--- config.mk ---
export PLATFORM = sky130hd
export DESIGN_NAME = tfm_cell
export DESIGN_NICKNAME = d
export VERILOG_FILES = /design/src/hdl/ternary_first_match_lookup_core_macros.svh /design/src/hdl/tfm_pkg.sv /design/src/hdl/tfm_cell.sv
export SDC_FILE = /design/constraint.sdc
export NUM_CORES = 1
export LEC_CHECK = 0
export ABC_AREA = 1
export BUFFER_PORTS_ARGS = -buffer_cell sky130_fd_sc_hd__buf_2
export CAP_MARGIN = 20
export CORE_ASPECT_RATIO = 0.9
export CORE_MARGIN = 5
export CORE_UTILIZATION = 35
export CTS_CLUSTER_SIZE = 16
export DETAILED_ROUTE_END_ITERATION = 10
export PLACE_DENSITY = 0.6
export SETUP_SLACK_MARGIN = 0.02
export SLEW_MARGIN = 20
export SYNTH_ARGS = -nofsm -noshare
export SYNTH_HDL_FRONTEND = slang
export SYNTH_SLANG_ARGS = --single-unit
--- constraint.sdc ---
create_clock -name clock -period 4.4 [get_ports clock]
set_input_delay 0.66 -clock clock [delete_from_list [all_inputs] [get_ports clock]]
set_output_delay 0.66 -clock clock [all_outputs]
set_load 0.05 [all_outputs]
--- src/hdl/ternary_first_match_lookup_core_macros.svh ---
// assertion helpers for the ternary first-match lookup core
`ifndef TERNARY_FIRST_MATCH_LOOKUP_CORE_MACROS_SVH
`define TERNARY_FIRST_MATCH_LOOKUP_CORE_MACROS_SVH

// same-cycle implication, checked outside reset
`define TFM_ASSERT_NOW(label, ante, cons, msg) \
   label: assert property (@(posedge clock) disable iff (reset) (ante) |-> (cons)) \
      else $error(msg);

// next-cycle implication, checked outside reset
`define TFM_ASSERT_NEXT(label, ante, cons, msg) \
   label: assert property (@(posedge clock) disable iff (reset) (ante) |=> (cons)) \
      else $error(msg);

`endif

--- src/hdl/tfm_pkg.sv ---
`default_nettype none

package tfm_pkg;

   localparam int PATTERN_W   = 16;
   localparam int ROW_INDEX_W = 6;
   localparam int MATCH_W     = 7;
   localparam int CSR_INDEX_W = 2;
   localparam int CSR_DATA_W  = 7;
   localparam int ROW_COUNT_W = 7;
   localparam int IN_COUNT_W  = 5;

   localparam logic [ROW_COUNT_W-1:0] ROW_COUNT_RESET = 7'd0;
   localparam logic [IN_COUNT_W-1:0]  IN_COUNT_RESET  = 5'd16;

   typedef enum logic [CSR_INDEX_W-1:0] {
      CSR_ROW_COUNT   = 2'd0,
      CSR_INPUT_COUNT = 2'd1
   } csr_index_type;

   typedef enum logic {
      MODE_WRITE = 1'b0,
      MODE_QUERY = 1'b1
   } mode_type;

   // one transaction as it moves from cell to cell
   typedef struct packed {
      logic                   valid;
      mode_type               mode;
      logic [ROW_INDEX_W-1:0] row_index;
      logic [PATTERN_W-1:0]   value;
      logic [PATTERN_W-1:0]   care;
      logic                   found;
      logic [MATCH_W-1:0]     index;
   } stage_type;

endpackage

`default_nettype wire

--- src/hdl/tfm_cell.sv ---
`default_nettype none

module tfm_cell #(
   parameter int CELL_INDEX = 0,
   parameter int STORE_W    = 16
) (
   input  wire logic                clock,
   input  wire logic                reset,
   input  wire logic                advance,
   input  wire logic                row_used,
   input  wire logic [STORE_W-1:0]  cmp_mask,
   input  wire tfm_pkg::stage_type  stage_in,
   output tfm_pkg::stage_type       stage_out
);

   localparam logic [tfm_pkg::MATCH_W-1:0] HIT_INDEX =
      tfm_pkg::MATCH_W'(CELL_INDEX % (1 << tfm_pkg::MATCH_W));

   logic [STORE_W-1:0] row_value_ff;
   logic [STORE_W-1:0] row_care_ff;
   tfm_pkg::stage_type stage_ff;
   tfm_pkg::stage_type stage_in_next;

   logic [STORE_W-1:0] q_care;
   logic [STORE_W-1:0] q_value;
   logic [STORE_W-1:0] row_cmp;
   logic [STORE_W-1:0] bad;
   logic               write_here;
   logic               match;

   always_comb begin
      q_care     = stage_in.care[STORE_W-1:0];
      q_value    = stage_in.value[STORE_W-1:0] & q_care;
      write_here = stage_in.valid && (stage_in.mode == tfm_pkg::MODE_WRITE)
                   && (32'(stage_in.row_index) == CELL_INDEX);
      row_cmp    = row_care_ff & cmp_mask;
      // a cared row position needs a cared query bit of the same value
      bad        = (row_cmp & ~q_care) | (row_cmp & (row_value_ff ^ q_value));
      match      = stage_in.valid && (stage_in.mode == tfm_pkg::MODE_QUERY)
                   && row_used && (bad == '0);

      stage_in_next = stage_in;
      if (!stage_in.found && match) begin
         stage_in_next.found = 1'b1;
         stage_in_next.index = HIT_INDEX;
      end
   end

   always_ff @(posedge clock) begin
      if (advance && write_here) begin
         row_value_ff <= q_value;
         row_care_ff  <= q_care;
      end
   end

   always_ff @(posedge clock) begin
      if (reset) begin
         stage_ff.valid <= 1'b0;
      end else if (advance) begin
         stage_ff <= stage_in_next;
      end
   end

   assign stage_out = stage_ff;

endmodule

`default_nettype wire

* After elaboration in Yosys (flattened, before gate mapping)
Cells that the tools add are included.
Storage, ports and cells: flip-flop bits (word level) 80, input bits 68, output and inout port bits 48, logic and storage cells 29
Cells by class: bitwise operators 9, reductions and logical operators 11
Operators with widths (number):
- AND 16 bit | 4
- logical NOT 16 bit | 1
- inverter 16 bit | 1
- bitwise OR 16 bit | 1
- bitwise XOR 16 bit | 1
- logical AND 1 bit | 7
- logical NOT 6 bit | 1
- inverter 1 bit | 2
- AND reduction 2 bit | 1
- logical NOT 1 bit | 1

* Longest topological paths before layout
depth after elaboration 7, mapped depth 9, depth with buffers taken out 9

* Least setup slack after synthesis
OpenSTA, ideal clock, no wires.
path type input port to flip-flop, start in stage_in[46] (netlist name), end reg row_care_ff[0] (enable), setup time 505 ps, arrival 4074 ps, slack -179 ps, cell stages on the path 3, path buffers 0, path through nor4_1 > nand3_1 > nor4_1
On the way: longest elaborated chain between the ends 4
RTL lines:
- from (decl) | RTL line tfm_cell.sv:12 | input wire tfm_pkg::stage_type stage_in,
- inverter 1 bit | RTL line tfm_cell.sv:34 | write_here = stage_in.valid && (stage_in.mode == tfm_pkg::MODE_WRITE)
- logical AND 1 bit | RTL line tfm_cell.sv:34
- logical AND 1 bit | RTL line tfm_cell.sv:35 | && (32'(stage_in.row_index) == CELL_INDEX);
- logical AND 1 bit | RTL line tfm_cell.sv:50 | if (advance && write_here) begin
- to (signal assigned) | RTL line tfm_cell.sv:52 | row_care_ff <= q_care;
- to (decl) | RTL line tfm_cell.sv:20 | logic [STORE_W-1:0] row_care_ff;
No other way between the ends. A chain may end at the register's enable or synchronous reset.

* Worst setup path after layout
start in advance, end reg stage_ff, in the netlist stage_out[46] (enable)
On the way: longest elaborated chain between the ends 1
RTL lines:
- from (decl) | RTL line tfm_cell.sv:9 | input wire logic advance,
- AND reduction 2 bit (no line)
- to (signal assigned) | RTL line tfm_cell.sv:60 | stage_ff <= stage_in_next;
- to (decl) | RTL line tfm_cell.sv:21 | tfm_pkg::stage_type stage_ff;
No other way between the ends.

==> metrics.md <==
| Metric | Value |
|---|---|
| Share of layout cells above drive strength 1 | `a little over a third` |
| Skew final | `between 5 and 6 ps` |
| DRT Pass-1 Iters | `5` |
| CTS Root Cell | `clkbuf_8` |
| Hold Path Depth | `2` |
| R2R Setup Slk | `between 2000 and 3000 ps` |
| CTS sink cnt | `80` |
| Nets | `around 460` |
| Total grt overflow | `0` |
| R2R Path End | `stage_out[6]` |
| Worst r2r path cells | `8` |
| Leakage | `just under 0.002 µW` |
| Worst-Skew Late Latency | `roughly 340 ps` |
| TNS Setup | `0 ps` |
| Data arrival time of the worst path | `about 1800 ps` |
| Fin. Hold Viols | `0` |
| CP endpoint kind | `flip-flop` |
| Post-CTS Resized | `0` |
| Initial DRC Count | `57` |
| Critical R2R Launch | `row_value_ff[0]` |
| Pin count of the biggest net entering global routing | `33` |
| Max Root-Sink Buffers | `2` |
| Fmax | `approximately 550 MHz` |
| FF+latch count, synth | `80` |
| Die X-Extent | `approximately 110 µm` |
| Total GRT Usage | `12.1%` |
| Max-cap violations | `0` |
| Critical path data required time | `~4400 ps` |
| Drt via density | `4.16` |
| Max FO, Critical Path | `25` |
| Reg clk slew, reported paths | `~70 ps` |
| Fin crit share | `41.1%` |
| Avg Cell Area, Syn | `12.0 µm²` |
| Area Overhead vs Synth | `31.7%` |
| Final min period | `~1800 ps` |
| Site Rows | `32` |
| CTS tree | `built` |
| Post-CTS Hold Buffers | `0` |
| Setup Buffers After CTS | `0` |
| Core area | `approximately 8700 µm²` |
| Worst hold endpoint | `stage_out[47]` |
| Gate Count Post-Synth | `262` |
| RSZ-0062 raised after global routing | `no` |
| Vias in the first global route | `2,080` |
| Power per Cell Area | `about 410 nW/µm²` |
| Unique masters post-synth | `17` |
| Slew HR | `around 54%` |
| CP Class | `in -> reg` |
| Starting Density | `about 36%` |
| Synthesized area | `3140 µm²` |
| Total CTS buffers | `9` |
| H-tree levels | `3` |
| Outcome | `complete, no violations` |
| First-pass GRT wire length | `9890 µm` |
| Final setup viols | `0` |
| Synthesized Nets | `330` |
| Warnings from Yosys | `0` |
| Worst IR drop on VDD | `roughly 150 µV` |
| Post-DP HPWL | `slightly below 5000 µm` |
| Startpoint Class | `input pin` |
| Io pins | `~120` |
| Worst slew pin tran | `approximately 690 ps` |
| Post-synthesis sequential area ratio | `roughly three quarters` |
| Initial antenna violation count | `0` |
| Number of routed nets with antenna violations | `0` |
| I/O Buffers | `115` |
| Antenna cell count | `0` |
| Max Slew Vio Count | `0` |
| Die area | `between 10,000 and 15,000 µm²` |
| Fin worst setup slack | `around 2600 ps` |
| Via count | `roughly 2,100` |
| Dpl ws | `2200 ps` |
| DRC errors left | `0` |
| Die height | `~100 µm` |
| Min-delay src | `stage_out[47]` |
| Final GP Congestion | `0.726` |
| Worst Hold Class | `reg -> reg` |
| Routed len/inst | `around 13 µm` |
| WL final | `roughly 6500 µm` |
-- registers in the layout, indices dropped and copies added, names as in the netlist --
name / count
row_value_ff: 16
row_care_ff: 16
stage_out: 48
-- worst max-delay path: stages --
cell and delay, ps:
buf_2 100, inv_1 70, nor2_4 540, buf_4 440
-- power by group --
| part | internal, µW | switching [µW] |
|---|---|---|
| Clock | 375 | 254 |
| Sequential | 869 | 7.37 |
| Combinational | 53.2 | 155 |
| Total | 1300 | 416 |
-- metal layers --
layer	vias up	GRT usage [%]	wire (µm)
li1	1098	-	-
met1	962	14.0	2650
met2	73	20.0	3190
met3	6	5.47	596
met4	0	4.03	72
met5	-	0	0
-- layout by cell type, fill, tap and decap left out --
cell / count
a21oi_1: 2
edfxtp_1: 79
nand3_2: 1
nand2_1: 77
nand4_1: 1
nor2_2: 1
a31oi_1: 1
clkinvlp_4: 1
inv_1: 60
buf_2: 115
clkinv_2: 2
nand3_1: 14
a21boi_0: 1
o21bai_1: 4
nor4_1: 1
buf_4: 2
nor2_4: 2
clkbuf_1: 1
dfxtp_1: 1
or2_0: 1
bufinv_16: 3
nor2_1: 14
clkbuf_8: 9
nor4_4: 1
o21ai_0: 1
-- per-stage QoR --
step	util, %	instance area, µm²	instances	power (µW)	hold slack (ps)
after floorplan	-	3150	262	1030	674
after global placement	45.0	3910	498	1100	443
after detailed placement	45.0	3910	498	1100	450
after CTS	47.7	4140	514	1740	461
after global routing	47.7	4140	514	1790	473
final	47.7	4140	514	1710	458
-- logic make-up (layout without fill, tap and decap cells) --
group	count (synthesis)	after routing	share of synthesized area, %
simple gates	113	113	14.9
flops	80	80	76.1
buf+inv	60	193	7.16
compound gates	9	9	1.87
-- how the worst max path moves through the flow --
stage,cells after the start,endpoint,slack (ps),start
2_1_floorplan,3,row_care_ff[0],1160,stage_in[46]
3_3_place_gp,4,stage_out[1],2220,advance
3_5_place_dp,4,stage_out[40],2200,advance
4_1_cts,4,stage_out[41],2570,advance
5_1_grt,4,stage_out[46],2490,advance
6_report,4,stage_out[46],2590,advance
-- synth_stat cells (all sizes together) --
cell type,n,area [µm²]
nand2,77,289
dfxtp,1,20.0
nand4,1,6.26
a31oi,1,6.26
o21ai,1,5.00
a21boi,1,7.51
nor2,17,73.8
nor4,2,12.5
inv,60,225
edfxtp,79,2370
nand3,15,80.1
a21oi,2,10.0
o21bai,4,30.0
or2,1,6.26
-- area by class of cell --
| cell class | instances | area [µm²] |
|---|---|---|
| fill | 840 | 4550 |
| inverter | 60 | 225 |
| multi-input combinational | 122 | 549 |
| tap | 119 | 149 |
| clock buffer | 10 | 128 |
| clock inverter | 6 | 108 |
| sequential | 80 | 2390 |
| timing repair buffer | 117 | 591 |
No activity file was read; power rests on OpenSTA's default activity.
